==> src/rtl/cpt_pkg.sv <==
package cpt_pkg;

    localparam int MAX_PARAMS  = 16;
    localparam int LINE_MAX    = 256;
    localparam int CNT_W       = $clog2(MAX_PARAMS);
    localparam int POS_W       = $clog2(LINE_MAX);
    localparam int FIFO_DEPTH  = 4;

    localparam logic [15:0] STR_MARK = 16'h7777;

    localparam logic [7:0] CH_NUL   = 8'h00;
    localparam logic [7:0] CH_SPACE = 8'h20;
    localparam logic [7:0] CH_QUOTE = 8'h22;
    localparam logic [7:0] CH_MINUS = 8'h2D;
    localparam logic [7:0] CH_0     = 8'h30;
    localparam logic [7:0] CH_9     = 8'h39;
    localparam logic [7:0] CH_GT    = 8'h3E;
    localparam logic [7:0] CH_A     = 8'h41;
    localparam logic [7:0] CH_F     = 8'h46;
    localparam logic [7:0] CH_Z     = 8'h5A;
    localparam logic [7:0] CH_USCORE = 8'h5F;
    localparam logic [7:0] CH_LA    = 8'h61;
    localparam logic [7:0] CH_LZ    = 8'h7A;
    localparam logic [7:0] CASE_GAP = 8'h20;

    typedef enum logic [1:0] {
        PH_BETWEEN = 2'd0,
        PH_BUILD   = 2'd1,
        PH_TEXT    = 2'd2,
        PH_OWED    = 2'd3
    } phase_t;

    typedef enum logic [1:0] {
        KIND_PARAM  = 2'd0,
        KIND_DONE   = 2'd1,
        KIND_UNTERM = 2'd2,
        KIND_MANY   = 2'd3
    } kind_t;

    typedef struct packed {
        logic [7:0] ch;
        logic       first;
        logic       hex_mode;
    } cmd_t;

    typedef struct packed {
        kind_t              kind;
        logic signed [15:0] param_value;
        logic [3:0]         param_count;
        logic               last;
    } result_t;

    // one character's worth of results, one or two of them
    typedef struct packed {
        logic    two;
        result_t r0;
        result_t r1;
    } qentry_t;

endpackage

==> src/rtl/cpt_front.sv <==
module cpt_front
(
    input  logic            clk,
    input  logic            rst_n,
    input  logic            push,
    input  cpt_pkg::cmd_t   cmd,
    input  logic            q_full,
    output logic            wr_en,
    output cpt_pkg::qentry_t wr_data
);

    cpt_pkg::phase_t              phase_reg, phase_next;
    logic [15:0]                  value_reg, value_next;
    logic                         neg_reg, neg_next;
    logic [cpt_pkg::CNT_W-1:0]    cnt_reg, cnt_next;
    logic [cpt_pkg::POS_W-1:0]    pos_reg, pos_next;
    logic                         hex_reg, hex_next;
    logic                         fin_reg, fin_next;

    logic                         accept;
    logic [7:0]                   cu;
    logic                         is_dig;
    logic                         is_hexl;
    logic                         is_alpha;
    logic                         acc_ok;
    logic [15:0]                  acc_cur;
    logic [15:0]                  acc_zero;
    logic [cpt_pkg::POS_W-1:0]    off;

    function automatic logic [15:0] acc_val(input logic [15:0] v, input logic [7:0] c,
                                            input logic hex);
        logic [15:0] d;
        logic [15:0] r;
        d = 16'(c);
        if (c >= cpt_pkg::CH_0 && c <= cpt_pkg::CH_9)
        begin
            if (hex)
                r = (v << 4) + d - 16'(cpt_pkg::CH_0);
            else
                r = (v << 3) + (v << 1) + d - 16'(cpt_pkg::CH_0);
        end
        else if (hex && c >= cpt_pkg::CH_A && c <= cpt_pkg::CH_F)
        begin
            r = (v << 4) + d - 16'(cpt_pkg::CH_A) + 16'd10;
        end
        else
        begin
            r = ((v << 5) + v) ^ d;
        end
        return r;
    endfunction

    assign accept = push && !q_full;

    // classification of the character
    always_comb
    begin
        if (cmd.ch >= cpt_pkg::CH_LA && cmd.ch <= cpt_pkg::CH_LZ)
            cu = cmd.ch - cpt_pkg::CASE_GAP;
        else
            cu = cmd.ch;
        is_dig   = (cu >= cpt_pkg::CH_0) && (cu <= cpt_pkg::CH_9);
        is_hexl  = hex_reg && (cu >= cpt_pkg::CH_A) && (cu <= cpt_pkg::CH_F);
        is_alpha = ((cu >= cpt_pkg::CH_A) && (cu <= cpt_pkg::CH_Z)) || (cu == cpt_pkg::CH_USCORE);
        acc_ok   = is_dig || is_hexl || is_alpha;
        acc_cur  = acc_val(value_reg, cu, hex_reg);
        acc_zero = acc_val(16'h0000, cu, hex_reg);
    end

    always_ff @(posedge clk or negedge rst_n)
    begin
        if (!rst_n)
        begin
            phase_reg <= cpt_pkg::PH_BETWEEN;
            value_reg <= '0;
            neg_reg   <= 1'b0;
            cnt_reg   <= '0;
            pos_reg   <= '0;
            hex_reg   <= 1'b0;
            fin_reg   <= 1'b1;
        end
        else
        begin
            phase_reg <= phase_next;
            value_reg <= value_next;
            neg_reg   <= neg_next;
            cnt_reg   <= cnt_next;
            pos_reg   <= pos_next;
            hex_reg   <= hex_next;
            fin_reg   <= fin_next;
        end
    end

    always_comb
    begin
        cpt_pkg::result_t res [2];
        logic [1:0]       n;
        logic             btw;
        logic             txt;
        logic             had;
        logic [15:0]      v;

        phase_next = phase_reg;
        value_next = value_reg;
        neg_next   = neg_reg;
        cnt_next   = cnt_reg;
        pos_next   = pos_reg;
        hex_next   = hex_reg;
        fin_next   = fin_reg;
        res[0]     = '0;
        res[1]     = '0;
        n          = 2'd0;
        btw        = 1'b0;
        txt        = 1'b0;
        had        = 1'b0;
        v          = '0;
        off        = '0;

        if (accept && cmd.first)
        begin
            phase_next = cpt_pkg::PH_BETWEEN;
            value_next = '0;
            neg_next   = 1'b0;
            cnt_next   = '0;
            pos_next   = '0;
            hex_next   = cmd.hex_mode;
            fin_next   = 1'b0;
        end
        else if (accept && !fin_reg)
        begin
            if (pos_reg != cpt_pkg::POS_W'(cpt_pkg::LINE_MAX - 1))
                pos_next = pos_reg + 1'b1;
            if (pos_next == cpt_pkg::POS_W'(cpt_pkg::LINE_MAX - 1))
                off = pos_next;
            else
                off = pos_next + 1'b1;

            unique case (phase_reg)
                cpt_pkg::PH_BUILD:
                begin
                    if (acc_ok)
                    begin
                        value_next = acc_cur;
                    end
                    else
                    begin
                        v = neg_reg ? (16'h0000 - value_reg) : value_reg;
                        if (cnt_next >= cpt_pkg::CNT_W'(cpt_pkg::MAX_PARAMS - 1))
                        begin
                            res[n[0]] = '{cpt_pkg::KIND_MANY, 16'sd0, 4'(cnt_next), 1'b0};
                            fin_next  = 1'b1;
                        end
                        else
                        begin
                            cnt_next  = cnt_next + 1'b1;
                            res[n[0]] = '{cpt_pkg::KIND_PARAM, v, 4'(cnt_next), 1'b0};
                        end
                        n = n + 2'd1;
                        if (!fin_next)
                        begin
                            phase_next = cpt_pkg::PH_BETWEEN;
                            btw        = 1'b1;
                        end
                    end
                end
                cpt_pkg::PH_TEXT:
                begin
                    txt = 1'b1;
                end
                cpt_pkg::PH_OWED:
                begin
                    if (cnt_next >= cpt_pkg::CNT_W'(cpt_pkg::MAX_PARAMS - 1))
                    begin
                        res[n[0]] = '{cpt_pkg::KIND_MANY, 16'sd0, 4'(cnt_next), 1'b0};
                        fin_next  = 1'b1;
                    end
                    else
                    begin
                        cnt_next  = cnt_next + 1'b1;
                        res[n[0]] = '{cpt_pkg::KIND_PARAM, 16'(pos_next), 4'(cnt_next), 1'b0};
                    end
                    n = n + 2'd1;
                    if (!fin_next)
                    begin
                        phase_next = cpt_pkg::PH_TEXT;
                        txt        = 1'b1;
                    end
                end
                default:
                begin
                    btw = 1'b1;
                end
            endcase

            if (btw)
            begin
                if (cmd.ch == cpt_pkg::CH_SPACE)
                begin
                    phase_next = cpt_pkg::PH_BETWEEN;
                end
                else if (cmd.ch == cpt_pkg::CH_NUL)
                begin
                    res[n[0]] = '{cpt_pkg::KIND_UNTERM, 16'sd0, 4'(cnt_next), 1'b0};
                    fin_next  = 1'b1;
                    n         = n + 2'd1;
                end
                else if (cmd.ch == cpt_pkg::CH_GT)
                begin
                    res[n[0]] = '{cpt_pkg::KIND_DONE, 16'sd0, 4'(cnt_next), 1'b0};
                    fin_next  = 1'b1;
                    n         = n + 2'd1;
                end
                else if (cmd.ch == cpt_pkg::CH_QUOTE)
                begin
                    had = (n != 2'd0);
                    if (cnt_next >= cpt_pkg::CNT_W'(cpt_pkg::MAX_PARAMS - 1))
                    begin
                        res[n[0]] = '{cpt_pkg::KIND_MANY, 16'sd0, 4'(cnt_next), 1'b0};
                        fin_next  = 1'b1;
                    end
                    else
                    begin
                        cnt_next  = cnt_next + 1'b1;
                        res[n[0]] = '{cpt_pkg::KIND_PARAM, cpt_pkg::STR_MARK, 4'(cnt_next),
                                      1'b0};
                    end
                    n = n + 2'd1;
                    if (!fin_next)
                    begin
                        if (had)
                        begin
                            phase_next = cpt_pkg::PH_OWED;
                        end
                        else
                        begin
                            if (cnt_next >= cpt_pkg::CNT_W'(cpt_pkg::MAX_PARAMS - 1))
                            begin
                                res[n[0]] = '{cpt_pkg::KIND_MANY, 16'sd0, 4'(cnt_next), 1'b0};
                                fin_next  = 1'b1;
                            end
                            else
                            begin
                                cnt_next  = cnt_next + 1'b1;
                                res[n[0]] = '{cpt_pkg::KIND_PARAM, 16'(off), 4'(cnt_next), 1'b0};
                            end
                            n          = n + 2'd1;
                            phase_next = cpt_pkg::PH_TEXT;
                        end
                    end
                end
                else
                begin
                    phase_next = cpt_pkg::PH_BUILD;
                    neg_next   = (cmd.ch == cpt_pkg::CH_MINUS);
                    value_next = '0;
                    if (cmd.ch != cpt_pkg::CH_MINUS)
                    begin
                        if (acc_ok)
                        begin
                            value_next = acc_zero;
                        end
                        else
                        begin
                            res[n[0]] = '{cpt_pkg::KIND_MANY, 16'sd0, 4'(cnt_next), 1'b0};
                            fin_next  = 1'b1;
                            n         = n + 2'd1;
                        end
                    end
                end
            end

            if (txt)
            begin
                if (cmd.ch == cpt_pkg::CH_NUL)
                begin
                    res[n[0]] = '{cpt_pkg::KIND_UNTERM, 16'sd0, 4'(cnt_next), 1'b0};
                    fin_next  = 1'b1;
                    n         = n + 2'd1;
                end
                else if (cmd.ch == cpt_pkg::CH_QUOTE)
                begin
                    phase_next = cpt_pkg::PH_BETWEEN;
                end
            end
        end

        if (n == 2'd1)
            res[0].last = 1'b1;
        if (n == 2'd2)
            res[1].last = 1'b1;

        wr_en      = (n != 2'd0);
        wr_data.two = n[1];
        wr_data.r0  = res[0];
        wr_data.r1  = res[1];
    end

    assert property (@(posedge clk) disable iff (!rst_n)
        wr_en && wr_data.r0.kind == cpt_pkg::KIND_PARAM |-> wr_data.r0.param_count != 4'd0)
        else $error("parameter beat with a zero count");

    assert property (@(posedge clk) disable iff (!rst_n)
        fin_reg && !(accept && cmd.first) |-> !wr_en)
        else $error("result produced while idle");

    assert property (@(posedge clk) disable iff (!rst_n)
        wr_en && !wr_data.two && wr_data.r0.kind != cpt_pkg::KIND_PARAM |=> fin_reg)
        else $error("command end did not stop the tokenizer");

endmodule

==> src/rtl/cpt_fifo.sv <==
module cpt_fifo
(
    input  logic             clk,
    input  logic             rst_n,
    input  logic             wr_en,
    input  cpt_pkg::qentry_t wr_data,
    output logic             full,
    input  logic             rd_en,
    output cpt_pkg::qentry_t rd_data,
    output logic             q_empty
);

    localparam int PTR_W = $clog2(cpt_pkg::FIFO_DEPTH);

    cpt_pkg::qentry_t  mem_reg [cpt_pkg::FIFO_DEPTH];
    logic [PTR_W-1:0]  wr_ptr_reg, wr_ptr_next;
    logic [PTR_W-1:0]  rd_ptr_reg, rd_ptr_next;
    logic [PTR_W:0]    cnt_reg, cnt_next;

    assign full    = (cnt_reg == (PTR_W+1)'(cpt_pkg::FIFO_DEPTH));
    assign q_empty = (cnt_reg == '0);
    assign rd_data = mem_reg[rd_ptr_reg];

    always_comb
    begin
        wr_ptr_next = wr_ptr_reg;
        rd_ptr_next = rd_ptr_reg;
        cnt_next    = cnt_reg;
        if (wr_en)
        begin
            if (wr_ptr_reg == PTR_W'(cpt_pkg::FIFO_DEPTH - 1))
                wr_ptr_next = '0;
            else
                wr_ptr_next = wr_ptr_reg + 1'b1;
        end
        if (rd_en)
        begin
            if (rd_ptr_reg == PTR_W'(cpt_pkg::FIFO_DEPTH - 1))
                rd_ptr_next = '0;
            else
                rd_ptr_next = rd_ptr_reg + 1'b1;
        end
        if (wr_en && !rd_en)
            cnt_next = cnt_reg + 1'b1;
        else if (rd_en && !wr_en)
            cnt_next = cnt_reg - 1'b1;
    end

    always_ff @(posedge clk or negedge rst_n)
    begin
        if (!rst_n)
        begin
            wr_ptr_reg <= '0;
            rd_ptr_reg <= '0;
            cnt_reg    <= '0;
        end
        else
        begin
            wr_ptr_reg <= wr_ptr_next;
            rd_ptr_reg <= rd_ptr_next;
            cnt_reg    <= cnt_next;
        end
    end

    always_ff @(posedge clk)
    begin
        if (wr_en)
            mem_reg[wr_ptr_reg] <= wr_data;
    end

    assert property (@(posedge clk) disable iff (!rst_n)
        !(wr_en && full) && !(rd_en && q_empty))
        else $error("queue overrun or underrun");

endmodule

==> src/rtl/cpt_back.sv <==
module cpt_back
(
    input  logic             clk,
    input  logic             rst_n,
    input  logic             q_empty,
    input  cpt_pkg::qentry_t rd_data,
    output logic             rd_en,
    input  logic             pop,
    output logic             empty,
    output cpt_pkg::result_t result
);

    cpt_pkg::result_t out_reg, out_next;
    logic             vld_reg, vld_next;
    logic             sel_reg, sel_next;
    cpt_pkg::result_t cur;
    logic             take;

    assign cur   = sel_reg ? rd_data.r1 : rd_data.r0;
    assign take  = (!vld_reg || pop) && !q_empty;
    assign rd_en = take && cur.last;
    assign empty = !vld_reg;
    assign result = out_reg;

    always_comb
    begin
        out_next = out_reg;
        vld_next = vld_reg;
        sel_next = sel_reg;
        if (take)
        begin
            out_next = cur;
            vld_next = 1'b1;
            sel_next = !cur.last;
        end
        else if (pop)
        begin
            vld_next = 1'b0;
        end
    end

    always_ff @(posedge clk or negedge rst_n)
    begin
        if (!rst_n)
        begin
            vld_reg <= 1'b0;
            sel_reg <= 1'b0;
        end
        else
        begin
            vld_reg <= vld_next;
            sel_reg <= sel_next;
        end
    end

    always_ff @(posedge clk)
    begin
        out_reg <= out_next;
    end

    // second half of a pair waits at the head of the queue
    assert property (@(posedge clk) disable iff (!rst_n)
        sel_reg |-> !q_empty && rd_data.two)
        else $error("second result selected with no pair at the head");

    assert property (@(posedge clk) disable iff (!rst_n)
        take && !cur.last |=> sel_reg && cur.last)
        else $error("pair split lost its second result");

endmodule

==> src/rtl/command_parameter_tokenizer_core.sv <==
// command parameter tokenizer
// cmd channel: one character per beat, push/full; a beat is taken when push is
//   high and full is low. first marks the opcode, which restarts the command
//   and samples hex_mode.
// result channel: empty/pop; the oldest result sits on result while empty is
//   low and leaves on a clock edge with pop high. a character gives zero, one
//   or two results, the last of them flagged by last.
// a taken character's results enter the queue, then the result register.
// throughput: one character per cycle while each gives at most one result and
//   full is low; the result register drains one result per cycle while pop is
//   high, so characters giving two results outrun it and fill the queue.
// a four-entry queue sits between the classifier and the result register; a
//   stalled receiver fills it and then full rises, with no beat lost.
// reset: queue and result register empty, tokenizer idle until an opcode.
module command_parameter_tokenizer_core
(
    input  logic             clk,
    input  logic             rst_n,
    input  logic             push,
    output logic             full,
    input  cpt_pkg::cmd_t    cmd,
    output logic             empty,
    input  logic             pop,
    output cpt_pkg::result_t result
);

    logic             wr_en;
    cpt_pkg::qentry_t wr_data;
    logic             rd_en;
    cpt_pkg::qentry_t rd_data;
    logic             q_empty;

    cpt_front u_front
    (
        .clk     (clk),
        .rst_n   (rst_n),
        .push    (push),
        .cmd     (cmd),
        .q_full  (full),
        .wr_en   (wr_en),
        .wr_data (wr_data)
    );

    cpt_fifo u_fifo
    (
        .clk     (clk),
        .rst_n   (rst_n),
        .wr_en   (wr_en),
        .wr_data (wr_data),
        .full    (full),
        .rd_en   (rd_en),
        .rd_data (rd_data),
        .q_empty (q_empty)
    );

    cpt_back u_back
    (
        .clk     (clk),
        .rst_n   (rst_n),
        .q_empty (q_empty),
        .rd_data (rd_data),
        .rd_en   (rd_en),
        .pop     (pop),
        .empty   (empty),
        .result  (result)
    );

endmodule
==> config.mk <==
export PLATFORM = sky130hd
export DESIGN_NAME = command_parameter_tokenizer_core
export DESIGN_NICKNAME = d
export VERILOG_FILES = /design/src/rtl/cpt_pkg.sv /design/src/rtl/cpt_front.sv /design/src/rtl/cpt_fifo.sv /design/src/rtl/cpt_back.sv /design/src/rtl/command_parameter_tokenizer_core.sv
export SDC_FILE = /design/constraint.sdc
export NUM_CORES = 1
export LEC_CHECK = 0
export BUFFER_PORTS_ARGS = -buffer_cell sky130_fd_sc_hd__buf_2
export CAP_MARGIN = 30
export CORE_ASPECT_RATIO = 0.7
export CORE_MARGIN = 3
export CORE_UTILIZATION = 30
export DETAILED_ROUTE_END_ITERATION = 16
export SLEW_MARGIN = 40
export SYNTH_ARGS = -nofsm -noshare
export SYNTH_HDL_FRONTEND = slang
export SYNTH_HIERARCHICAL = 1
export SYNTH_SLANG_ARGS = --single-unit
==> constraint.sdc <==
create_clock -name clk -period 5.64 [get_ports clk]
set_input_delay 1.128 -clock clk [delete_from_list [all_inputs] [get_ports clk]]
set_output_delay 1.128 -clock clk [all_outputs]
set_load 0.01 [all_outputs]
==> impl_metrics.ini <==
[cts]
cts_tree = done
cts-hold-fix-buffers = 0
cts_max_level = 1
clock_latency_ns = 0.56
cts_num_sinks = 249
clkTransAtPathRegs_ns = 0.06
cts_resized = 0
postCtsSetupRepairBufs = 0
cts_buffers = 25
cts_buffer_depth = 3
cts-root-buf = clkbuf_16

[synthesis]
syn_inst = 1361
syn-cell-area_um2 = 15620
yosys_warnings = 6
avgSynthCellArea_um2 = 11.48

[placement]
dp_hpwl_mm = 32.33
place_inst = 2121
port_buffers = 38
place_ws_ns = -0.1258
routabilityCongestion = 0.9479

[critical_path]
required_ns = 6.02
worst_path_max_delay_cell = a2111oi_4
arrival_ns = 5.58
critPathKind = in -> reg
cp_max_fo = 4
worstSetupEndpointType = flop
crit_top_cell = ha_4
startpoint_type = input pin
cpPeakStageDelay_ns = 0.37

[drt]
drc = 0
drt-total-wl_mm = 43.91
wl_per_cell_um = 20.27
num_vias = 11630
viasPerCell = 5.369
antenna_left = 0
drt_iter0_markers = 1137
firstDrtPassIters = 7

[floorplanning]
die_y_um = 196.9
die_area_um2 = 54900
initial_core_util_pct = 30.57
num_io_pins = 39
row_count = 69
die_w_um = 278.8
core-area_um2 = 51110

[cells_and_area]
num-fill-cells = 5068
multi_input_area_um2 = 7848
largest_reg_flops = 184
n_antenna_cell = 0
regArea_um2 = 7274
drive_gt1_share_pct = 23.66
fin_util_pct = 35.72
area_growth_syn_to_layout_pct = 16.83
nNetsFinal = 1568
stdcell_count = 2166

[pwr]
p_switching_w = 0.002777
peakVddDrop_mv = 0.2580
swShare_pct = 37.50
p_clk_share_pct = 20.9
combPwrFrac_pct = 46.1
powerDensity_nw_per_um2 = 405.6
p_seq_share_pct = 33.0
internal_power_w = 0.004627
p_leak_nw = 6.870

[sta]
max_freq_ghz = 0.1921
skew_ns = 0.02854
rsz0062_at_grt = no
fin_crit_sh_pct = 92.31
worst_slack_ns = 0.4335
drv_slew = 0
worst_pin_slew_ns = 0.8594
hold_viol = 0
slew_headroom_pct = 42.49
setup_viol = 0
tns_ns = 0
period_needed_ns = 5.206

[grt]
grt_max_degree = 43
grt_usage_pct = 15.84
first_global_vias = 11630
grt_first_pass_wirelength_mm = 68.81
grt_overflow = 0
antenna_found_initial = 0

[status]
status = finished, final reports clean

[hold_path]
hold_class = reg -> reg

[job]
maxCapViolCount = 0
-- worst paths after layout --
check                           slack (ns)  cells past startpoint                from                     to
worst max-delay path                  0.43                     26              cmd[2]  u_fifo/mem_reg[3][22]
worst min register to register        0.52                      1   u_fifo/cnt_reg[2]      u_fifo/cnt_reg[2]
worst max register to register        0.97                     18  u_front/cnt_reg[1]  u_fifo/mem_reg[3][22]
max in group asynchronous             4.48                      2               rst_n   u_fifo/rd_ptr_reg[0]
worst min-delay path                  0.52                      1   u_fifo/cnt_reg[2]      u_fifo/cnt_reg[2]
min in group asynchronous             0.67                      2               rst_n     u_front/cnt_reg[3]
-- placed cells by master, fill, tap and decap left out, types with 11 or more instances in the layout --
master	n
mux2_2	12
xor2_1	23
nor3_1	29
mux2_4	21
clkbuf_16	25
o21a_1	11
dfrtp_1	38
buf_4	115
xnor2_1	63
a31oi_1	22
a21oi_1	80
o211ai_1	11
and3_1	12
nor2_1	86
buf_2	38
mux4_2	44
ha_1	65
o21ai_0	75
nand3_1	30
nand2_1	99
inv_1	70
edfxtp_1	207
nor2b_1	12
-- power groups by stage --
stage	Sequential [W]	Clock, W	Combinational [W]
2_1_floorplan	0.00244	0	0.00242
3_3_place_gp	0.00248	0	0.00337
3_5_place_dp	0.00248	0	0.00340
4_1_cts	0.00245	0.00159	0.00342
5_1_grt	0.00247	0.00168	0.00373
6_report	0.00244	0.00155	0.00341
-- layer usage --
metal | global-route usage (%) | up-vias | wire (µm)
met5 | 0 | - | 0
met4 | 2.741 | 0 | 646
li1 | - | 5402 | -
met2 | 23.59 | 398 | 18840
met3 | 2.558 | 52 | 3041
met1 | 24.42 | 5778 | 21390
-- metrics by stage --
| step | power [W] | hold WS [ns] | instance area [µm²] |
|---|---|---|---|
| finish | 0.007404 | 0.5161 | 18250 |
| floorplan | 0.004855 | 0.4563 | 15920 |
| global route | 0.007884 | 0.5436 | 18250 |
| detailed placement | 0.005880 | 0.5031 | 17500 |
| CTS | 0.007460 | 0.5167 | 18240 |
| global placement | 0.005843 | 0.4858 | 17500 |
-- cell type report --
| type | instances | area share (%) |
|---|---|---|
| Clock buffer | 33 | 3.592 |
| Clock inverter | 12 | 0.5004 |
| Multi-Input combinational cell | 960 | 42.99 |
| Sequential cell | 249 | 39.85 |
| Inverter | 75 | 1.625 |
| Timing Repair Buffer | 163 | 6.820 |
| Tap cell | 674 | 4.620 |
-- worst max-delay path: cells and delay by family --
kind | cells | cell delay [ns]
AO/OA/AOI/OAI | 10 | 2.14
AND/OR/NAND/NOR | 6 | 0.68
multiplexers | 1 | 0.31
buffers and inverters | 4 | 0.34
adder cells (fa/ha/maj) | 4 | 0.74
XOR/XNOR | 1 | 0.24
(Power assumes the default switching activity.)
